## config.mk

```make
export PLATFORM = sky130hd
export DESIGN_NAME = min_max_normalizer
export DESIGN_NICKNAME = d
export VERILOG_FILES = /design/src/mmn_pkg.sv /design/src/min_max_normalizer.sv /design/src/mmn_store.sv /design/src/mmn_divider.sv
export SDC_FILE = /design/constraint.sdc
export NUM_CORES = 2
export LEC_CHECK = 0
export BUFFER_PORTS_ARGS = -buffer_cell sky130_fd_sc_hd__buf_2
export CORE_UTILIZATION = 49
export CTS_CLUSTER_SIZE = 25
export DETAILED_ROUTE_END_ITERATION = 12
export GPL_TIMING_DRIVEN = 1
export PLACE_DENSITY = 0.67
export SETUP_SLACK_MARGIN = 0.3
export SYNTH_ARGS = -nofsm -noshare
export SYNTH_HDL_FRONTEND = slang
export SYNTH_SLANG_ARGS = --single-unit
```

## constraint.sdc

```tcl
create_clock -name aclk -period 4.64 [get_ports aclk]
set_input_delay 0 -clock aclk [delete_from_list [all_inputs] [get_ports aclk]]
set_output_delay 0 -clock aclk [all_outputs]
set_load 0.01 [all_outputs]
```

## src/mmn_pkg.sv

```systemverilog
// ----------------------------------------------------------------------------
// mmn_pkg
// Shared types and constants for the min-max normalizer.
// ----------------------------------------------------------------------------
package mmn_pkg;

    localparam int VAL_W     = 32;  // Q15.16 input value
    localparam int QUOT_W    = 17;  // 0..65536, 16 fraction bits
    localparam int DIV_STEPS = 17;  // one quotient bit per step
    localparam int STEP_W    = 5;
    localparam int OUT_TDATA_W = 24;

    localparam logic [VAL_W-1:0] VAL_MOST_POS = 32'h7FFF_FFFF;
    localparam logic [VAL_W-1:0] VAL_MOST_NEG = 32'h8000_0000;

    typedef enum logic [2:0] {
        ST_LOAD,
        ST_READ,
        ST_SETUP,
        ST_DIV,
        ST_OUT
    } state_t;

    typedef struct packed {
        logic busy;
        logic done;
    } div_status_t;

endpackage

```

## src/min_max_normalizer.sv

```systemverilog
// ----------------------------------------------------------------------------
// min_max_normalizer
// Stores a vector of Q15.16 values, tracks min and max, then emits each
// value as (value - min) * 65536 / (max - min) through a shared divider, or 0 when max equals min.
// ----------------------------------------------------------------------------
//
//  channel | dir | tdata                  | tuser      | tlast
//  --------+-----+------------------------+------------+-----------
//  s_      | in  | [31:0] value           | -          | last
//  m_      | out | [16:0] normalized, pad | degenerate | final_res
//
//  Loading: one value per cycle until the request marked last.
//  Emission: each result passes memory read, operand setup, 17 divider
//  steps plus completion, then output load; the divider steps are skipped
//  when max equals min (no division).
//  s_tready is low for the whole emission burst. Reset needs no clearing pass.
//  A stalled m_ side holds the sequencer in its output step.
//
module min_max_normalizer #(
    parameter int MAX_VALUES = 64
) (
    input  logic        aclk,
    input  logic        aresetn,
    input  logic        s_tvalid,
    output logic        s_tready,
    input  logic [31:0] s_tdata,   // [31:0] value
    input  logic        s_tlast,   // last
    output logic        m_tvalid,
    input  logic        m_tready,
    output logic [23:0] m_tdata,   // [16:0] normalized, [23:17] zero
    output logic        m_tuser,   // [0] degenerate
    output logic        m_tlast    // final_res
);

    localparam int CNT_W = $clog2(MAX_VALUES + 1);
    localparam int AW    = (MAX_VALUES > 1) ? $clog2(MAX_VALUES) : 1;

    mmn_pkg::state_t state_reg, state_next;

    logic [CNT_W-1:0]          count_reg;
    logic [CNT_W-1:0]          rd_idx_reg;
    logic [mmn_pkg::VAL_W-1:0] min_reg;
    logic [mmn_pkg::VAL_W-1:0] max_reg;
    logic                      degen_reg;

    logic                       m_valid_reg;
    logic [mmn_pkg::QUOT_W-1:0] m_norm_reg;
    logic                       m_degen_reg;
    logic                       m_final_reg;

    logic                       s_accept;
    logic                       room;
    logic                       is_final;
    logic                       out_load;
    logic                       div_start;
    logic                       rd_en;
    logic                       span_zero;
    logic [mmn_pkg::VAL_W-1:0]  rd_data;
    logic [mmn_pkg::VAL_W:0]    d_wide;
    logic [mmn_pkg::VAL_W:0]    span_wide;
    mmn_pkg::div_status_t       div_status;
    logic [mmn_pkg::QUOT_W-1:0] quotient;

    assign s_accept  = s_tvalid && s_tready;
    assign room      = (count_reg < CNT_W'(MAX_VALUES));
    assign is_final  = ((rd_idx_reg + CNT_W'(1)) == count_reg);
    assign d_wide    = {rd_data[mmn_pkg::VAL_W-1], rd_data} - {min_reg[mmn_pkg::VAL_W-1], min_reg};
    assign span_wide = {max_reg[mmn_pkg::VAL_W-1], max_reg} - {min_reg[mmn_pkg::VAL_W-1], min_reg};
    assign span_zero = (max_reg == min_reg);

    mmn_store #(
        .DEPTH (MAX_VALUES),
        .AW    (AW)
    ) u_store (
        .aclk    (aclk),
        .wr_en   (s_accept && room),
        .wr_addr (count_reg[AW-1:0]),
        .wr_data (s_tdata),
        .rd_en   (rd_en),
        .rd_addr (rd_idx_reg[AW-1:0]),
        .rd_data (rd_data)
    );

    mmn_divider u_div (
        .aclk     (aclk),
        .aresetn  (aresetn),
        .start    (div_start),
        .dividend (d_wide[mmn_pkg::VAL_W-1:0]),
        .divisor  (span_wide[mmn_pkg::VAL_W-1:0]),
        .status   (div_status),
        .quotient (quotient)
    );

    // next state
    always_comb begin
        state_next = state_reg;
        unique case (state_reg)
            mmn_pkg::ST_LOAD: begin
                if (s_accept && s_tlast) begin
                    state_next = mmn_pkg::ST_READ;
                end
            end
            mmn_pkg::ST_READ: begin
                state_next = mmn_pkg::ST_SETUP;
            end
            mmn_pkg::ST_SETUP: begin
                state_next = span_zero ? mmn_pkg::ST_OUT : mmn_pkg::ST_DIV;
            end
            mmn_pkg::ST_DIV: begin
                if (div_status.done) begin
                    state_next = mmn_pkg::ST_OUT;
                end
            end
            mmn_pkg::ST_OUT: begin
                if (out_load) begin
                    state_next = is_final ? mmn_pkg::ST_LOAD : mmn_pkg::ST_READ;
                end
            end
            default: state_next = mmn_pkg::ST_LOAD;
        endcase
    end

    // sequencer outputs
    always_comb begin
        s_tready  = 1'b0;
        rd_en     = 1'b0;
        div_start = 1'b0;
        out_load  = 1'b0;
        unique case (state_reg)
            mmn_pkg::ST_LOAD:  s_tready  = 1'b1;
            mmn_pkg::ST_READ:  rd_en     = 1'b1;
            mmn_pkg::ST_SETUP: div_start = !span_zero;
            mmn_pkg::ST_DIV:   ;
            mmn_pkg::ST_OUT:   out_load  = !m_valid_reg || m_tready;
            default:           ;
        endcase
    end

    always_ff @(posedge aclk) begin
        if (!aresetn) begin
            state_reg   <= mmn_pkg::ST_LOAD;
            count_reg   <= '0;
            rd_idx_reg  <= '0;
            min_reg     <= mmn_pkg::VAL_MOST_POS;
            max_reg     <= mmn_pkg::VAL_MOST_NEG;
            degen_reg   <= 1'b0;
            m_valid_reg <= 1'b0;
        end else begin
            state_reg <= state_next;
            if (s_accept && room) begin
                count_reg <= count_reg + CNT_W'(1);
                if ($signed(s_tdata) < $signed(min_reg)) begin
                    min_reg <= s_tdata;
                end
                if ($signed(s_tdata) > $signed(max_reg)) begin
                    max_reg <= s_tdata;
                end
            end
            if (state_reg == mmn_pkg::ST_SETUP) begin
                degen_reg <= span_zero;
            end
            if (out_load) begin
                m_valid_reg <= 1'b1;
                if (is_final) begin
                    // vector done: back to reset values for the next one
                    count_reg  <= '0;
                    rd_idx_reg <= '0;
                    min_reg    <= mmn_pkg::VAL_MOST_POS;
                    max_reg    <= mmn_pkg::VAL_MOST_NEG;
                end else begin
                    rd_idx_reg <= rd_idx_reg + CNT_W'(1);
                end
            end else if (m_tready) begin
                m_valid_reg <= 1'b0;
            end
        end
    end

    always_ff @(posedge aclk) begin
        if (out_load) begin
            m_norm_reg  <= degen_reg ? '0 : quotient;
            m_degen_reg <= degen_reg;
            m_final_reg <= is_final;
        end
    end

    assign m_tvalid = m_valid_reg;
    assign m_tdata  = {{(mmn_pkg::OUT_TDATA_W - mmn_pkg::QUOT_W){1'b0}}, m_norm_reg};
    assign m_tuser  = m_degen_reg;
    assign m_tlast  = m_final_reg;

`ifndef SYNTHESIS
    a_final_clears: assert property (@(posedge aclk) disable iff (!aresetn)
        (out_load && is_final) |=> (count_reg == '0 && state_reg == mmn_pkg::ST_LOAD))
        else $error("vector state not cleared after final result");

    a_quot_range: assert property (@(posedge aclk) disable iff (!aresetn)
        (div_status.done && state_reg == mmn_pkg::ST_DIV)
        |-> (quotient <= mmn_pkg::QUOT_W'(65536)))
        else $error("normalized value above 1.0");

    a_idx_in_range: assert property (@(posedge aclk) disable iff (!aresetn)
        (state_reg != mmn_pkg::ST_LOAD) |-> (rd_idx_reg < count_reg))
        else $error("read index beyond stored count");

    a_div_active: assert property (@(posedge aclk) disable iff (!aresetn)
        (state_reg == mmn_pkg::ST_DIV) |-> (div_status.busy || div_status.done))
        else $error("waiting on an idle divider");
`endif

endmodule

```

## src/mmn_store.sv

```systemverilog
// ----------------------------------------------------------------------------
// mmn_store
// Value memory: one write port, one read port with registered data.
// ----------------------------------------------------------------------------
module mmn_store #(
    parameter int DEPTH = 64,
    parameter int AW    = 6
) (
    input  logic                     aclk,
    input  logic                     wr_en,
    input  logic [AW-1:0]            wr_addr,
    input  logic [mmn_pkg::VAL_W-1:0] wr_data,
    input  logic                     rd_en,
    input  logic [AW-1:0]            rd_addr,
    output logic [mmn_pkg::VAL_W-1:0] rd_data
);

    logic [mmn_pkg::VAL_W-1:0] mem [DEPTH];
    logic [mmn_pkg::VAL_W-1:0] rd_data_reg;

    always_ff @(posedge aclk) begin
        if (wr_en) begin
            mem[wr_addr] <= wr_data;
        end
    end

    always_ff @(posedge aclk) begin
        if (rd_en) begin
            rd_data_reg <= mem[rd_addr];
        end
    end

    assign rd_data = rd_data_reg;

endmodule

```

## src/mmn_divider.sv

```systemverilog
// ----------------------------------------------------------------------------
// mmn_divider
// Restoring divider: (dividend * 65536) / divisor, one quotient bit a cycle.
// ----------------------------------------------------------------------------
module mmn_divider (
    input  logic                       aclk,
    input  logic                       aresetn,
    input  logic                       start,
    input  logic [mmn_pkg::VAL_W-1:0]  dividend,
    input  logic [mmn_pkg::VAL_W-1:0]  divisor,
    output mmn_pkg::div_status_t       status,
    output logic [mmn_pkg::QUOT_W-1:0] quotient
);

    logic                       busy_reg, busy_next;
    logic                       done_reg, done_next;
    logic [mmn_pkg::STEP_W-1:0] step_reg, step_next;
    logic [mmn_pkg::VAL_W-1:0]  rem_reg, rem_next;
    logic [mmn_pkg::VAL_W-1:0]  dvsr_reg, dvsr_next;
    // numerator bits shift out at the top, quotient bits shift in at the bottom
    logic [mmn_pkg::QUOT_W-1:0] nq_reg, nq_next;

    logic [mmn_pkg::VAL_W:0]    shifted;
    logic [mmn_pkg::VAL_W:0]    diff;
    logic                       qbit;

    assign shifted = {rem_reg, nq_reg[mmn_pkg::QUOT_W-1]};
    assign diff    = shifted - {1'b0, dvsr_reg};
    assign qbit    = (shifted >= {1'b0, dvsr_reg});

    always_comb begin
        busy_next = busy_reg;
        done_next = 1'b0;
        step_next = step_reg;
        rem_next  = rem_reg;
        dvsr_next = dvsr_reg;
        nq_next   = nq_reg;
        if (start) begin
            busy_next = 1'b1;
            step_next = '0;
            // numerator is dividend << 16; top 31 bits preload the remainder
            rem_next  = {1'b0, dividend[mmn_pkg::VAL_W-1:1]};
            nq_next   = {dividend[0], {(mmn_pkg::QUOT_W-1){1'b0}}};
            dvsr_next = divisor;
        end else if (busy_reg) begin
            rem_next = qbit ? diff[mmn_pkg::VAL_W-1:0] : shifted[mmn_pkg::VAL_W-1:0];
            nq_next  = {nq_reg[mmn_pkg::QUOT_W-2:0], qbit};
            step_next = step_reg + mmn_pkg::STEP_W'(1);
            if (step_reg == mmn_pkg::STEP_W'(mmn_pkg::DIV_STEPS - 1)) begin
                busy_next = 1'b0;
                done_next = 1'b1;
            end
        end
    end

    always_ff @(posedge aclk) begin
        if (!aresetn) begin
            busy_reg <= 1'b0;
            done_reg <= 1'b0;
            step_reg <= '0;
        end else begin
            busy_reg <= busy_next;
            done_reg <= done_next;
            step_reg <= step_next;
        end
    end

    always_ff @(posedge aclk) begin
        rem_reg  <= rem_next;
        dvsr_reg <= dvsr_next;
        nq_reg   <= nq_next;
    end

    assign status.busy = busy_reg;
    assign status.done = done_reg;
    assign quotient    = nq_reg;

endmodule

```

# ---- Word-level counts from Yosys, hierarchy flattened
# Memory sizes are Yosys's and may differ from the RTL's. A register that Yosys moved wholly into a read port is not among the register bits.
# Index checks and enable logic that the tools add are counted.
dict set report op_classes {
  add_sub_neg 6
  magnitude_cmp 4
  eq_ne 10
  mux 35
  bitwise 2
  n_reduce_logical 12
}
# op count
set op_table {}
lappend op_table {{2-to-1 mux 32 bit} 9}
lappend op_table {{subtractor 32 bit} 3}
lappend op_table {{2-to-1 mux 31 bit} 2}
lappend op_table {{2-to-1 mux 17 bit} 2}
lappend op_table {{greater-or-equal comparator 33 x 32 -> 1 bit} 1}
lappend op_table {{== test 32 bit} 1}
lappend op_table {{> comparator 32 bit} 1}
lappend op_table {{less-than comparator 32 bit} 1}
lappend op_table {{2-to-1 mux 7 bit} 4}
lappend op_table {{one-hot mux 3 bit (5 select lines)} 1}
lappend op_table {{adder 7 x 1 -> 7 bit, second input constant} 2}
lappend op_table {{2-to-1 mux 1 bit} 13}
lappend op_table {{2-to-1 mux 3 bit} 4}
lappend op_table {{== test 7 bit} 1}
lappend op_table {{less-than comparator 7 bit, second input constant} 1}
lappend op_table {{== test 3 x 2 -> 1 bit, second input constant} 2}
lappend op_table {{adder 5 x 1 -> 5 bit, second input constant} 1}
lappend op_table {{== test 5 bit, second input constant} 1}
lappend op_table {{inequality test 2 bit, second input constant} 2}
lappend op_table {{nonzero test 2 bit} 2}
lappend op_table {{== test 3 x 1 -> 1 bit, second input constant} 1}
lappend op_table {{== test 3 bit, second input constant} 1}
lappend op_table {{logical AND 1 bit} 3}
lappend op_table {{logical NOT 3 bit} 1}
lappend op_table {{7 further kinds} 9}
dict set report totals {
  register_bits 190
  ram_bits 2048
  inputBits 37
  elab_cells 88
  n_memories 1
}
# memory depth word_bits read_ports rd_clocked_by_memory_dff write_ports line
set memory_table {}
lappend memory_table {u_store.mem 64 32 1 1 1 mmn_store.sv:18} ;# logic [mmn_pkg::VAL_W-1:0] mem [DEPTH];

# ---- Longest topological paths before layout
dict set report logic_depth {
  word_depth 7
  mapped_depth 14
  ltp_nobuf 12
}

# ---- Cells and area by module
# From an unflattened synthesis, not the netlist that was laid out.
dict set report hier_totals {
  cells_unflattened 4980
  hier_area_um2 93434.6
}
# mod n_inst cells_per_inst area_per_inst_um2
set by_module_without_submodules {}
lappend by_module_without_submodules {mmn_store 1 3324 78835.6}
lappend by_module_without_submodules {min_max_normalizer 1 1121 9091.2}
lappend by_module_without_submodules {mmn_divider 1 535 5507.8}

# ---- Worst setup path after synthesis
# OpenSTA, ideal clock, no wires.
dict set report synth_timing {
  kind {register to register}
  startpoint {register state_reg[0]}
  endpoint {memory u_store.mem[47][0] in the netlist's numbering (enable)}
  setup_ns 0.468
  arrival_ns 4.217
  path_slack_ns -0.045
  path_stages_with_launch 8
  path_buffers 1
  synth_period_minus_slack_ns 4.685
  cell_sequence {dfxtp_1 -> clkbuf_1 -> nor3_1 -> nand2_1 -> nor2_1 -> and4_1 -> nand2_1 -> nor3b_1}
}
dict set report synth_between {
  elab_chain_cells 6
}
# item line
set synth_rtl {}
lappend synth_rtl {{start: declaration} min_max_normalizer.sv:38} ;# mmn_pkg::state_t state_reg, state_next;
lappend synth_rtl {{start signal: assignment} min_max_normalizer.sv:141} ;# state_reg <= mmn_pkg::ST_LOAD;
lappend synth_rtl {{start signal: assignment} min_max_normalizer.sv:149} ;# state_reg <= state_next;
lappend synth_rtl {{logical NOT 3 bit} min_max_normalizer.sv:129} ;# unique case (state_reg)
lappend synth_rtl {{2-to-1 mux 1 bit} min_max_normalizer.sv:129}
lappend synth_rtl {{via s_tready} min_max_normalizer.sv:25} ;# output logic s_tready,
lappend synth_rtl {{logical AND 1 bit} min_max_normalizer.sv:64} ;# assign s_accept = s_tvalid && s_tready;
lappend synth_rtl {{logical AND 1 bit} min_max_normalizer.sv:76} ;# .wr_en (s_accept && room),
lappend synth_rtl {{2-to-1 mux 1 bit} mmn_store.sv:22} ;# if (wr_en) begin
lappend synth_rtl {{2-to-1 mux 1 bit (not written as such)} mmn_store.sv:23} ;# mem[wr_addr] <= wr_data;
lappend synth_rtl {{end: declaration} mmn_store.sv:18}
# The timed path passes the listed nets, and every way through them passes these cells.

# ---- Worst setup path in the final report
dict set report layout_timing {
  startpoint {register min_reg[31] in the netlist's numbering}
  endpoint {register min_reg[20] in the netlist's numbering}
}
dict set report layout_between {
  elab_chain_cells 5
}
# item line
set layout_rtl {}
lappend layout_rtl {{start: declaration} min_max_normalizer.sv:42} ;# logic [mmn_pkg::VAL_W-1:0] min_reg;
lappend layout_rtl {{start signal: assignment} min_max_normalizer.sv:144} ;# min_reg <= mmn_pkg::VAL_MOST_POS;
lappend layout_rtl {{start signal: assignment} min_max_normalizer.sv:153} ;# min_reg <= s_tdata;
lappend layout_rtl {{start signal: assignment} min_max_normalizer.sv:168} ;# min_reg <= mmn_pkg::VAL_MOST_POS;
lappend layout_rtl {{less-than comparator 32 bit *} min_max_normalizer.sv:152} ;# if ($signed(s_tdata) < $signed(min_reg)) begin
lappend layout_rtl {{2-to-1 mux 32 bit *} min_max_normalizer.sv:152}
lappend layout_rtl {{2-to-1 mux 32 bit *} min_max_normalizer.sv:150} ;# if (s_accept && room) begin
lappend layout_rtl {{2-to-1 mux 32 bit} min_max_normalizer.sv:164} ;# if (is_final) begin
lappend layout_rtl {{2-to-1 mux 32 bit *} min_max_normalizer.sv:162} ;# if (out_load) begin
# Mark *: on every way between the ends. The rest lies on a longest branch, timed or not.
# A chain may end at the register's enable or synchronous reset.

==> impl_metrics.ini <==
[die]
dieArea_um2 = 191000
dieHeight_um = 437
core.rowCount = 159
fp.coreArea_um2 = 188000
io_pins = 65
die_width_um = 437
start_util = 0.494

[detailed_routing]
drt-pass1-iter-count = 10
ant_nets = 0
drc = 6
wl_per_cell_um = 30.2
routed-via-count = 47013
drt_iter0_drc = 5219
viasPerCell = 6.21
drt_wl_total_um = 229000

[critical_path]
critPathBufInv = 2
slowest_stage = buf_4
rrSetupSlack_ns = 1.08
ff2ff_path_depth = 10
arrival_ns = 4.29
cp_slowest_stage_delay_ns = 0.59
critical-path-top-delay-family = simple AND/OR/NAND/NOR gates
regToRegEndpoint = min_reg[20]
end_kind = flip-flop
critPathKind = reg -> reg
cp_cell_sequence = inv_1, ha_1, nand4_1, nor4_1, nand3_1, o311ai_1, mux2i_4, buf_4, nor3_1, a31oi_1
cp_max_fo = 64
crit_required_ns = 5.37
reg2reg_from = min_reg[31]
crit_cells = 10
crit_path_start_kind = flip-flop

[global_route]
use_met3 = 0.0407
met2_usage = 0.382
grt_overflow = 0
grt.busiest_layer = met2
grt_pass1_wl_um = 330000
grt.total_usage = 0.240
grt_max_degree = 121
grt_pass1_vias = 46410
grt_use_met1 = 0.352
antenna_found_initial = 23

[cells_and_area]
final_cell_mix = edfxtp_1, mux4_2, clkbuf_16, ha_1, nand2_1
final_net_count = 5091
largest_register_ffs = 2048
design_area_um2 = 105000
final_common_cell = edfxtp_1
multi_input_area_um2 = 24700
regMostFlops = u_store.mem
nFillCells = 13957
area_growth_pct = 12.8
seq_area_um2 = 67100
drive_above_1_share = 0.255

[outcome]
status = finished with violations
violations = DRC

[power_and_ir_drop]
switching_power_mw = 10.0
powerDensity_nw_per_um2 = 416
internal_power_mw = 33.6
switching_share = 0.230
p_comb_frac = 0.078
p_seq_frac = 0.528
peakVddDrop_mv = 0.316
p_leak_nw = 33.3
clock_power_share = 0.393

[job]
drv_cap = 0

[clocking]
clock-root-buffer = clkbuf_16
ctsResizeCount = 0
clockBufferDepth = 3
clk_latency_ns = 0.87
cts_buffers = 216
clock_sinks = 2270
cts_tree = done
clk_pin_slew_worst_paths_ns = 0.06
cts_max_level = 4

[hold_path]
worstHoldPathCells = 2
min_to = u_store.mem[25][23]
min_path_type = in -> reg
min_from = s_tdata[23]

[synthesis]
ys.flop_type = edfxtp_1
synth-edff-count = 2163
ys_seq_elements = 2270
yosysTopAreaCell = edfxtp_1
netlist_instances = 4627
syn_area_um2 = 92800
ys_types = 72
ys_seq_area_frac = 0.723
yosys_warnings = 0
synth_top_area_frac = 0.700
async_reset_ff_frac = 0
synth_area_per_cell_um2 = 20.1
ys_top_cells_by_area = edfxtp_1, mux4_2, dfxtp_1

[placement]
port_buffers = 57
post-dp-hpwl_um = 136000
dpl_cell_area_um2 = 97400
gp_congestion = 0.861

[timing]
setup_viol = 0
rsz0062_at_grt = no
slew_violations = 0
tightest_slew_ns = 1.06
min_period_over_period = 0.768
max-slew-margin-rel = 0.294
period_needed_ns = 3.56
max_freq_mhz = 281
finalSetupTns_ns = 0
skew_ns = 0.0671
finalHoldViolCount = 0
area by class of cell:
cell class / instances / area share
clock inverters: 123 / 0.0111
flip-flops and latches: 2270 / 0.641
diodes: 2 / 0.0000478
inverters: 125 / 0.00449
clock buffers: 279 / 0.0550
multi-input cells: 2012 / 0.236
repair buffers: 265 / 0.0223
well taps: 2495 / 0.0298
routing by layer:
layer | up-vias | wire length [µm]
met3 | 313 | 18300
met2 | 2067 | 110000
met1 | 25029 | 96200
met5 | - | 51
li1 | 19596 | -
met4 | 8 | 4300
Yosys cell counts, types with 11 or more instances:
master / number
a211oi_1: 29
a21o_1: 60
a21oi_1: 130
a31oi_1: 43
and2_1: 11
and3_1: 12
buf_1: 20
buf_2: 62
buf_4: 16
buf_6: 11
clkbuf_1: 117
dfxtp_1: 107
edfxtp_1: 2163
ha_1: 161
inv_1: 125
mux2i_1: 58
mux4_2: 672
nand2_1: 158
nand2b_1: 22
nand3_1: 30
nand4_1: 27
nor2_1: 176
nor2b_1: 44
nor3_1: 53
o211ai_1: 11
o21a_1: 12
o21ai_0: 72
o21bai_1: 12
xnor2_1: 58
xor2_1: 46
power groups by stage:
stage / Sequential, mW / Combinational [mW] / Clock, mW
after floorplan: 23.4 / 2.22 / 0
after global placement: 23.5 / 3.30 / 0
after detailed placement: 23.5 / 3.34 / 0
after CTS: 23.0 / 3.40 / 17.4
after global routing: 23.1 / 3.74 / 18.1
final: 23.0 / 3.42 / 17.1
worst max-delay path by stage:
stage | slack [ns] | startpoint | endpoint
2_1_floorplan | 1.02 | state_reg[0] | u_store.mem[63][0]
3_3_place_gp | 1.11 | rd_idx_reg[0] | u_store.rd_data[7]
3_5_place_dp | 1.11 | rd_idx_reg[0] | u_store.rd_data[7]
4_1_cts | 1.11 | min_reg[31] | min_reg[20]
5_1_grt | 0.95 | rd_idx_reg[0] | min_reg[20]
6_report | 1.08 | min_reg[31] | min_reg[20]
metrics by stage:
stage,hold slack [ns],setup slack (ns),std cells,power [mW],utilization
detailed placement,0.308,1.11,7129,26.8,0.518
CTS,0.0616,1.11,7569,43.8,0.557
finish,0.112,1.08,7571,43.6,0.557
global placement,0.301,1.11,7129,26.8,0.518
floorplan,0.0989,1.02,4633,25.6,-
global route,0.0851,0.948,7569,44.9,0.557
repair_timing:
action / CTS / global route
hold endpoints to repair: 1665 / 0
hold buffers: 38 / 0
setup buffers: 0 / 0
kinds of logic after synthesis:
logic type | Yosys count | synth area share
flip-flops | 2270 | 0.723
other | 1 | 0.0000404
multiplexers | 731 | 0.169
buffers and inverters | 351 | 0.0166
AO/OA/AOI/OAI | 428 | 0.0294
AND/OR/NAND/NOR | 578 | 0.0295
XOR/XNOR | 104 | 0.00981
adder cells (fa/ha/maj) | 164 | 0.0224
(Power assumes the default switching activity.)
